### src/rtl/core/oftc_pkg.sv
`default_nettype none

package oftc_pkg;

  // frequency request width in hertz
  localparam int unsigned FREQ_WIDTH = 27;

  localparam int unsigned BASE_HZ    = 1039;
  localparam int unsigned DAC_NUM    = 2078;
  localparam int unsigned DAC_OFFSET = 2048;
  localparam int unsigned DAC_MAX    = 1023;
  localparam int unsigned OCT_MAX    = 15;
  localparam int unsigned OCT_W      = 4;
  localparam int unsigned DAC_W      = 10;
  localparam int unsigned MODE_W     = 2;
  localparam int unsigned WORD_W     = 16;

  // quotient bits: top bit flags a quotient of 4096 or more
  localparam int unsigned QUO_W = 13;

  // numerator 2*N + f stays below 2^39 for any frequency width up to 32
  localparam int unsigned NUM_W = 39;

  // divisor 2*f shifted up by QUO_W-1 must fit next to the numerator
  localparam int unsigned CMP_W =
    (FREQ_WIDTH + QUO_W > NUM_W) ? FREQ_WIDTH + QUO_W : NUM_W;

  // smallest quotient that still gives a dac value within range
  localparam int unsigned QUO_LOW = DAC_OFFSET - DAC_MAX;

  typedef struct packed {
    logic [CMP_W-1:0] rem;
    logic [CMP_W-1:0] dsor;
    logic [QUO_W-1:0] quo;
    logic [OCT_W-1:0] octave;
    logic             clamped;
  } oftc_div_t;

endpackage

`default_nettype wire

### src/rtl/core/oscillator_freq_to_code_top.sv
`default_nettype none

// Frequency to oscillator control word. Each request carries a frequency in
// whole hertz; the block returns octave = floor(log2(f/1039)) clamped to
// 0..15, the ten-bit dac value 2048 - 2078*2^(10+octave)/f rounded to
// nearest (ties down) and clamped to 0..1023, the packed 16-bit word
// {octave, dac, output_mode} and a flag that is set when either value was
// saturated. A zero frequency gives octave 0, dac 0 and the flag set. The
// block takes one request every cycle while the output accepts results;
// each passes the front register (octave search and numerator), a row of
// 13 divider cells that each settle one quotient bit, and the output
// register. Backpressure on the output stalls the row; a stage that is
// empty keeps taking data. output_mode is written through cfg_we_i and
// applies to requests that reach the output register after the write.

module oscillator_freq_to_code_top (
  input  logic                             clk_i,
  input  logic                             rst_ni,
  input  logic                             cfg_we_i,
  input  logic [oftc_pkg::MODE_W-1:0]      cfg_wdata_i,
  input  logic                             in_valid_i,
  output logic                             in_ready_o,
  input  logic [oftc_pkg::FREQ_WIDTH-1:0]  frequency_hz_i,
  output logic                             out_valid_o,
  input  logic                             out_ready_i,
  output logic [oftc_pkg::WORD_W-1:0]      control_word_o,
  output logic [oftc_pkg::OCT_W-1:0]       octave_o,
  output logic [oftc_pkg::DAC_W-1:0]       dac_value_o,
  output logic                             clamped_o
);
  import oftc_pkg::*;

  oftc_div_t       stage_data [QUO_W+1];
  logic [QUO_W:0]  stage_valid;
  logic [QUO_W:0]  stage_ready;

  oftc_front u_front (
    .clk_i          (clk_i),
    .rst_ni         (rst_ni),
    .valid_i        (in_valid_i),
    .ready_o        (in_ready_o),
    .frequency_hz_i (frequency_hz_i),
    .valid_o        (stage_valid[0]),
    .ready_i        (stage_ready[0]),
    .data_o         (stage_data[0])
  );

  for (genvar i = 0; i < QUO_W; i++) begin : g_cell
    oftc_div_cell u_cell (
      .clk_i   (clk_i),
      .rst_ni  (rst_ni),
      .valid_i (stage_valid[i]),
      .ready_o (stage_ready[i]),
      .data_i  (stage_data[i]),
      .valid_o (stage_valid[i+1]),
      .ready_i (stage_ready[i+1]),
      .data_o  (stage_data[i+1])
    );
  end

  oftc_pack u_pack (
    .clk_i          (clk_i),
    .rst_ni         (rst_ni),
    .cfg_we_i       (cfg_we_i),
    .cfg_wdata_i    (cfg_wdata_i),
    .valid_i        (stage_valid[QUO_W]),
    .ready_o        (stage_ready[QUO_W]),
    .data_i         (stage_data[QUO_W]),
    .out_valid_o    (out_valid_o),
    .out_ready_i    (out_ready_i),
    .control_word_o (control_word_o),
    .octave_o       (octave_o),
    .dac_value_o    (dac_value_o),
    .clamped_o      (clamped_o)
  );

endmodule

`default_nettype wire

### src/rtl/core/oftc_front.sv
`default_nettype none

module oftc_front (
  input  logic                             clk_i,
  input  logic                             rst_ni,
  input  logic                             valid_i,
  output logic                             ready_o,
  input  logic [oftc_pkg::FREQ_WIDTH-1:0]  frequency_hz_i,
  output logic                             valid_o,
  input  logic                             ready_i,
  output oftc_pkg::oftc_div_t              data_o
);
  import oftc_pkg::*;

  logic                 valid_q;
  oftc_div_t            data_q, data_d;
  logic [NUM_W-1:0]     f_ext;
  logic [NUM_W-1:0]     two_n;
  logic [NUM_W-1:0]     num;
  logic [CMP_W-1:0]     dsor;
  logic [OCT_W-1:0]     oct;
  logic                 oct_clamp;

  assign f_ext = {{(NUM_W-FREQ_WIDTH){1'b0}}, frequency_hz_i};

  // largest k with base << k not above f
  always_comb begin
    oct = '0;
    for (int k = 1; k <= OCT_MAX; k++) begin
      if (f_ext >= (NUM_W'(BASE_HZ) << k)) begin
        oct = OCT_W'(k);
      end
    end
  end

  assign oct_clamp = (f_ext < NUM_W'(BASE_HZ)) ||
                     (f_ext >= (NUM_W'(BASE_HZ) << (OCT_MAX + 1)));

  // rounded quotient is floor((2N + f) / 2f)
  assign two_n = NUM_W'(DAC_NUM) << (5'd11 + 5'(oct));
  assign num   = two_n + f_ext;
  assign dsor  = {{(CMP_W-FREQ_WIDTH-1){1'b0}}, frequency_hz_i, 1'b0} << (QUO_W - 1);

  always_comb begin
    data_d.rem     = {{(CMP_W-NUM_W){1'b0}}, num};
    data_d.dsor    = dsor;
    data_d.quo     = '0;
    data_d.octave  = oct;
    data_d.clamped = oct_clamp;
  end

  assign ready_o = !valid_q || ready_i;

  always_ff @(posedge clk_i or negedge rst_ni) begin
    if (!rst_ni) begin
      valid_q <= 1'b0;
    end else if (ready_o) begin
      valid_q <= valid_i;
    end
  end

  always_ff @(posedge clk_i) begin
    if (ready_o && valid_i) begin
      data_q <= data_d;
    end
  end

  assign valid_o = valid_q;
  assign data_o  = data_q;

endmodule

`default_nettype wire

### src/rtl/core/oftc_div_cell.sv
`default_nettype none

module oftc_div_cell (
  input  logic                clk_i,
  input  logic                rst_ni,
  input  logic                valid_i,
  output logic                ready_o,
  input  oftc_pkg::oftc_div_t data_i,
  output logic                valid_o,
  input  logic                ready_i,
  output oftc_pkg::oftc_div_t data_o
);
  import oftc_pkg::*;

  logic      valid_q;
  oftc_div_t data_q, data_d;
  logic      sub_ok;

  // one restoring step: try the divisor, then halve it for the next cell
  assign sub_ok = (data_i.rem >= data_i.dsor);

  always_comb begin
    data_d         = data_i;
    data_d.rem     = sub_ok ? (data_i.rem - data_i.dsor) : data_i.rem;
    data_d.dsor    = data_i.dsor >> 1;
    data_d.quo     = {data_i.quo[QUO_W-2:0], sub_ok};
  end

  assign ready_o = !valid_q || ready_i;

  always_ff @(posedge clk_i or negedge rst_ni) begin
    if (!rst_ni) begin
      valid_q <= 1'b0;
    end else if (ready_o) begin
      valid_q <= valid_i;
    end
  end

  always_ff @(posedge clk_i) begin
    if (ready_o && valid_i) begin
      data_q <= data_d;
    end
  end

  assign valid_o = valid_q;
  assign data_o  = data_q;

endmodule

`default_nettype wire

### src/rtl/core/oftc_pack.sv
`default_nettype none

module oftc_pack (
  input  logic                              clk_i,
  input  logic                              rst_ni,
  input  logic                              cfg_we_i,
  input  logic [oftc_pkg::MODE_W-1:0]       cfg_wdata_i,
  input  logic                              valid_i,
  output logic                              ready_o,
  input  oftc_pkg::oftc_div_t               data_i,
  output logic                              out_valid_o,
  input  logic                              out_ready_i,
  output logic [oftc_pkg::WORD_W-1:0]       control_word_o,
  output logic [oftc_pkg::OCT_W-1:0]        octave_o,
  output logic [oftc_pkg::DAC_W-1:0]        dac_value_o,
  output logic                              clamped_o
);
  import oftc_pkg::*;

  logic              valid_q;
  logic [MODE_W-1:0] mode_q;
  logic [WORD_W-1:0] word_q, word_d;
  logic [OCT_W-1:0]  oct_q;
  logic [DAC_W-1:0]  dac_q, dac_d;
  logic              clamp_q, clamp_d;
  logic [QUO_W-1:0]  quo;
  logic [QUO_W-1:0]  diff;

  assign quo  = data_i.quo;
  assign diff = QUO_W'(DAC_OFFSET) - quo;

  // dac = 2048 - quotient, saturated to the ten-bit range
  always_comb begin
    dac_d   = diff[DAC_W-1:0];
    clamp_d = data_i.clamped;
    if (quo[QUO_W-1] || (quo > QUO_W'(DAC_OFFSET))) begin
      dac_d   = '0;
      clamp_d = 1'b1;
    end else if (quo < QUO_W'(QUO_LOW)) begin
      dac_d   = DAC_W'(DAC_MAX);
      clamp_d = 1'b1;
    end
  end

  assign word_d = {data_i.octave, dac_d, mode_q};

  always_ff @(posedge clk_i or negedge rst_ni) begin
    if (!rst_ni) begin
      mode_q <= '0;
    end else if (cfg_we_i) begin
      mode_q <= cfg_wdata_i;
    end
  end

  assign ready_o = !valid_q || out_ready_i;

  always_ff @(posedge clk_i or negedge rst_ni) begin
    if (!rst_ni) begin
      valid_q <= 1'b0;
    end else if (ready_o) begin
      valid_q <= valid_i;
    end
  end

  always_ff @(posedge clk_i) begin
    if (ready_o && valid_i) begin
      word_q  <= word_d;
      oct_q   <= data_i.octave;
      dac_q   <= dac_d;
      clamp_q <= clamp_d;
    end
  end

  assign out_valid_o    = valid_q;
  assign control_word_o = word_q;
  assign octave_o       = oct_q;
  assign dac_value_o    = dac_q;
  assign clamped_o      = clamp_q;

endmodule

`default_nettype wire

### config.mk
export PLATFORM = sky130hd
export DESIGN_NAME = oscillator_freq_to_code_top
export DESIGN_NICKNAME = d
export VERILOG_FILES = /design/src/rtl/core/oftc_pkg.sv /design/src/rtl/core/oscillator_freq_to_code_top.sv /design/src/rtl/core/oftc_front.sv /design/src/rtl/core/oftc_div_cell.sv /design/src/rtl/core/oftc_pack.sv
export SDC_FILE = /design/constraint.sdc
export NUM_CORES = 2
export LEC_CHECK = 0
export ABC_AREA = 1
export BUFFER_PORTS_ARGS = -buffer_cell sky130_fd_sc_hd__buf_4
export CAP_MARGIN = 10
export CORE_MARGIN = 2
export CORE_UTILIZATION = 29
export DETAILED_ROUTE_END_ITERATION = 8
export PLACE_DENSITY_LB_ADDON = 0.05
export SKIP_CTS_REPAIR_TIMING = 1
export SYNTH_ARGS = -nofsm -noshare
export SYNTH_HDL_FRONTEND = slang
export SYNTH_HIERARCHICAL = 1
export SYNTH_SLANG_ARGS = --single-unit
### constraint.sdc
create_clock -name clk_i -period 8.4 [get_ports clk_i]
set_input_delay 1.68 -clock clk_i [delete_from_list [all_inputs] [get_ports clk_i]]
set_output_delay 1.68 -clock clk_i [all_outputs]
set_load 0.05 [all_outputs]
### Word-level counts from Yosys, hierarchy flattened

Cells that the tools add are included.

* input bits: 34
* logic and storage cells: 213
* output and inout port bits: 33
* register bits after elaboration: 1079

* order comparisons: 32
* add/subtract/negate cells: 15
* reductions and logical operators: 48
* shift-type cells: 1
* mux-type cells: 29

Operator list (count)
* $mux W40: 11
* $mux W4: 14
* $ge A39 B40 Y1: 1
* $ge A40 B28 Y1: 1
* $ge A40 B29 Y1: 1
* $ge A40 B30 Y1: 1
* $ge A40 B31 Y1: 1
* $ge A40 B32 Y1: 1
* $ge A40 B33 Y1: 1
* $ge A40 B34 Y1: 1
* $ge A40 B35 Y1: 1
* $ge A40 B36 Y1: 1
* $ge A40 B37 Y1: 1
* $ge A40 B38 Y1: 1
* $ge A40 B39 Y1: 1
* $sub A39 B40 Y40: 1
* $sub A40 B29 Y40: 1
* $sub A40 B30 Y40: 1
* $sub A40 B31 Y40: 1
* $sub A40 B32 Y40: 1
* $sub A40 B33 Y40: 1
* $sub A40 B34 Y40: 1
* $sub A40 B35 Y40: 1
* $sub A40 B36 Y40: 1
* other kinds (33): 78

### Depth between registers and ports, before layout

* depth after elaboration: 19
* mapped depth: 44
* depth with buffers taken out: 43

### By module

Netlist, hierarchy kept.

By module, submodules not included
* oftc_div_cell at g_cell[0].u_cell ...: instances 11, area each 6926.6 um^2, cells each 938, sequential area each 2937.8 um^2
* oftc_div_cell at g_cell[12].u_cell ...: instances 2, area each 6995.5 um^2, cells each 938, sequential area each 2937.8 um^2
* oftc_front: instances 1, area each 4907.2 um^2, cells each 556, sequential area each 2127.0 um^2
* oftc_pack: instances 1, area each 1154.9 um^2, cells each 114, sequential area each 585.6 um^2

### Worst setup path after synthesis

OpenSTA, ideal clock, no wires.

* path kind: input-to-reg
* from: input out_ready_i
* to: register g_cell[0].u_cell.data_q (netlist bit g_cell[0].u_cell/data_o[0]) (enable)
* path slack: 0.028 ns
* required time: 7.816 ns
* library setup time: 0.584 ns
* stages: 28
* arrival: 7.788 ns
* path buffers: 0
* cells stage by stage: inv_1 > nand2_1 > inv_1 > nand2_1 > inv_1 > nand2_1 > inv_1 > nand2_1 > inv_1 > nand2_1 > inv_1 > nand2_1 > inv_1 > nand2_1 > inv_1 > nand2_1 > inv_1 > nand2_1 > inv_1 > nand2_1 > inv_1 > nand2_1 > inv_1 > nand2_1 > inv_1 > nand2_1 > inv_1 > a21oi_1

* longest elaborated chain between the ends: 15

RTL lines
* start: declaration: line oscillator_freq_to_code_top.sv:25 `input logic out_ready_i,`
* $logic_or A1 B1 Y1: line oftc_pack.sv:55 `assign ready_o = !valid_q || out_ready_i;`
* net stage_ready[13]: line oscillator_freq_to_code_top.sv:35 `logic [QUO_W:0] stage_ready;`
* $logic_or A1 B1 Y1: line oftc_div_cell.sv:29 `assign ready_o = !valid_q || ready_i;`
* net stage_ready[12]: line oscillator_freq_to_code_top.sv:35
* $logic_or A1 B1 Y1: line oftc_div_cell.sv:29
* net stage_ready[11]: line oscillator_freq_to_code_top.sv:35
* $logic_or A1 B1 Y1: line oftc_div_cell.sv:29
* net stage_ready[10]: line oscillator_freq_to_code_top.sv:35
* (+1 left out)
* net stage_ready[9]: line oscillator_freq_to_code_top.sv:35
* (+1 left out)
* net stage_ready[8]: line oscillator_freq_to_code_top.sv:35
* (+1 left out)
* net stage_ready[7]: line oscillator_freq_to_code_top.sv:35
* (+1 left out)
* net stage_ready[6]: line oscillator_freq_to_code_top.sv:35
* (+1 left out)
* net stage_ready[5]: line oscillator_freq_to_code_top.sv:35
* (+1 left out)
* net stage_ready[4]: line oscillator_freq_to_code_top.sv:35
* $logic_or A1 B1 Y1: line oftc_div_cell.sv:29
* net stage_ready[3]: line oscillator_freq_to_code_top.sv:35
* $logic_or A1 B1 Y1: line oftc_div_cell.sv:29
* net stage_ready[2]: line oscillator_freq_to_code_top.sv:35
* $logic_or A1 B1 Y1: line oftc_div_cell.sv:29
* net stage_ready[1]: line oscillator_freq_to_code_top.sv:35
* $logic_or A1 B1 Y1: line oftc_div_cell.sv:29
* $logic_and A1 B1 Y1: line oftc_div_cell.sv:40 `if (ready_o && valid_i) begin`
* end signal: assignment: line oftc_div_cell.sv:41 `data_q <= data_d;`
* end: declaration: line oftc_div_cell.sv:16 `oftc_div_t data_q, data_d;`

The timed path passes the listed nets, and every way through them passes these cells.
A chain may end at the register's enable or synchronous reset.

### Worst setup path after layout

* from: input frequency_hz_i[21] in the netlist's numbering
* to: register u_front.data_q (netlist bit u_front/data_o[89]), data pin

* longest elaborated chain between the ends: 19
* elaborated cells between the ends (all ways): 33
* those cells by class: add/sub: 2; order compare: 15; shift: 1; mux: 15

RTL lines
* start: declaration: line oscillator_freq_to_code_top.sv:23 `input logic [oftc_pkg::FREQ_WIDTH-1:0] frequency_hz_i,`
* $ge A27 B12 Y1: line oftc_front.sv:30 `if (f_ext >= (NUM_W'(BASE_HZ) << k)) begin`
* $mux W1: line oftc_front.sv:30
* $mux W4 (13 in a row): line oftc_front.sv:30
* $mux W4 (*): line oftc_front.sv:30
* net u_front.oct[0]: line oftc_front.sv:21 `logic [OCT_W-1:0] oct;`
* $add A4 B4 Y5 (*): line oftc_front.sv:40 `assign two_n = NUM_W'(DAC_NUM) << (5'd11 + 5'(oct));`
* $shl A12 B5 Y39 (*): line oftc_front.sv:40
* $add A39 B27 Y39 (*): line oftc_front.sv:41 `assign num = two_n + f_ext;`
* net u_front.num[31]: line oftc_front.sv:19 `logic [NUM_W-1:0] num;`
* end signal: assignment: line oftc_front.sv:64 `data_q <= data_d;`
* end: declaration: line oftc_front.sv:16 `oftc_div_t data_q, data_d;`

Mark *: on every way through the listed nets, which the timed path passes. The rest lies on a longest branch.

==> results.json <==
{
  "status": "complete, no violations",
  "grt-ovfl-total": 0,
  "finalWorstSetupSlack_ns": 1.17,
  "std_cell_rows": 203,
  "cp_common_cell": "nand2_1",
  "max_freq_mhz": 138,
  "cts_root_buf": "clkbuf_16",
  "seqCellArea_um2": 36200,
  "end_kind": "register",
  "post-route-min-period_ns": 7.23,
  "dr.pass1.iters": 8,
  "wl_per_cell_um": 20.6,
  "vias": 74300,
  "viasPerCell": 4.53,
  "synth.avg_cell_area_um2": 7.35,
  "rsz0062_at_grt": "no",
  "ant_nets": 0,
  "grt_pass1_vias": 72100,
  "final_common_cell": "nand2_1",
  "dieWidth_um": 557,
  "syn_inst": 12100,
  "die-area_um2": 311000,
  "cpMaxStageDelayCell": "a21oi_1",
  "maxCapViolCount": 0,
  "cts_tree": "yes",
  "power.total_mw": 38.9,
  "drt_iter0_drc": 5744,
  "worst_pin_slew_ns": 1.11,
  "grt_use_total_pct": 21.4,
  "start_util_pct": 29.1,
  "pre_cts_ws_ns": 0.478,
  "grt_pass1_wl_mm": 489,
  "clockBufferDepth": 4,
  "setup_viol": 0,
  "routabilityCongestion": 0.910,
  "grt_antenna_before_repair": 10,
  "cts_made_buffers": 159,
  "hold_viol": 0,
  "routed_wl_mm": 338,
  "clk_latency_ns": 0.84,
  "area_growth_pct": 11.4,
  "slowest_delay_ns": 0.37,
  "multiInputGateArea_um2": 41300,
  "path_class": "in -> reg",
  "vdd_drop_max_mv": 0.169,
  "tns_ns": 0,
  "clk_pin_slew_ns": 0.06,
  "io_pins": 67,
  "worstPathArrival_ns": 7.76,
  "drc": 0,
  "synthesis.area_um2": 88800,
  "drv_slew": 0,
  "p_leak_nw": 49.9,
  "cellPowerDensity_nw_per_um2": 393,
  "drive_gt1_share_pct": 5.87,
  "n_fill_cell": 33100,
  "synth_warnings": 6,
  "portBuffers": 66,
  "slew_headroom_pct": 25.7,
  "start_kind": "primary input",
  "hold_slack_ns": 0.376,
  "grt_max_degree": 90,
  "cp_max_fo": 9,
  "min_period_over_period_pct": 86.0,
  "final_cell_mix": "4167 x nand2_1, 2698 x inv_1, 1191 x edfxtp_1",
  "die_y_um": 557,
  "nets": 12800,
  "clock_skew_ns": 0.0626,
  "dp_hpwl_mm": 283,
  "crit_required_ns": 8.94,
  "min_path_type": "reg -> reg",
  "design.core.area_um2": 305000,
  "cts_htree_levels": 4,
  "cts_sinks": 1208
}
metal layers:
metal | routed length (µm) | global-route usage [%] | vias up | share of wire [%]
met2 | 155000 | 35.4 | 1653 | 46
met3 | 15600 | 2.64 | 369 | 4.6
li1 | - | - | 37900 | -
met5 | 18 | 0 | - | 0.0053
met4 | 9850 | 6.02 | 2 | 2.9
met1 | 157000 | 29.2 | 34400 | 47
power breakdown:
group	switching [mW]	total [mW]	internal (mW)
combinational	14.5	20.8	6.26
sequential	1.81	11.2	9.40
clock	2.79	6.89	4.10
through the flow:
step,cell area [µm²],cells,util (%)
detailed placement,93700,16100,30.7
global placement,93700,16100,30.7
finish,98900,16400,32.4
CTS,98900,16400,32.4
global route,98900,16400,32.4
floorplan,88800,12100,-
worst paths after layout:
kind                                                    to  slack [ns]  cells after the start                       start
worst min-delay path            g_cell[4].u_cell/data_o[3]        0.38                      0  g_cell[3].u_cell/data_o[3]
worst min register to register  g_cell[4].u_cell/data_o[3]        0.38                      0  g_cell[3].u_cell/data_o[3]
worst max register to register          u_front/data_o[89]        3.99                     30          u_pack/out_valid_o
min in group asynchronous                 u_pack/mode_q[1]        0.73                      1                      rst_ni
worst max-delay path                    u_front/data_o[89]        1.17                     39          frequency_hz_i[21]
max in group asynchronous         g_cell[1].u_cell/valid_o        7.44                      1                      rst_ni
cell type report:
type,count,share of cell area [%]
antenna,3,0.00759
clock buffer,195,4.21
clock inverter,86,1.02
inverter,2739,10.4
multi-input combinational,7980,41.7
sequential,1208,36.6
tap,4100,5.19
timing repair buffer,109,0.865
flip-flops by register name (all words and copies together), names as in the netlist:
name                   count
g_cell.u_cell/data_o    1104
u_pack/control_word_o     16
g_cell.u_cell/valid_o     13
u_front/valid_o            1
u_pack/clamped_o           1
u_front/data_o            70
u_pack/out_valid_o         1
u_pack/mode_q              2
worst max-delay path: cells and delay by family:
family          cells  cell delay [ns]
fa+ha+maj           3             0.87
compound gates      2             0.74
simple gates       28             3.47
xor+xnor            1             0.15
buf+inv             5             0.83
(Power assumes the default switching activity.)
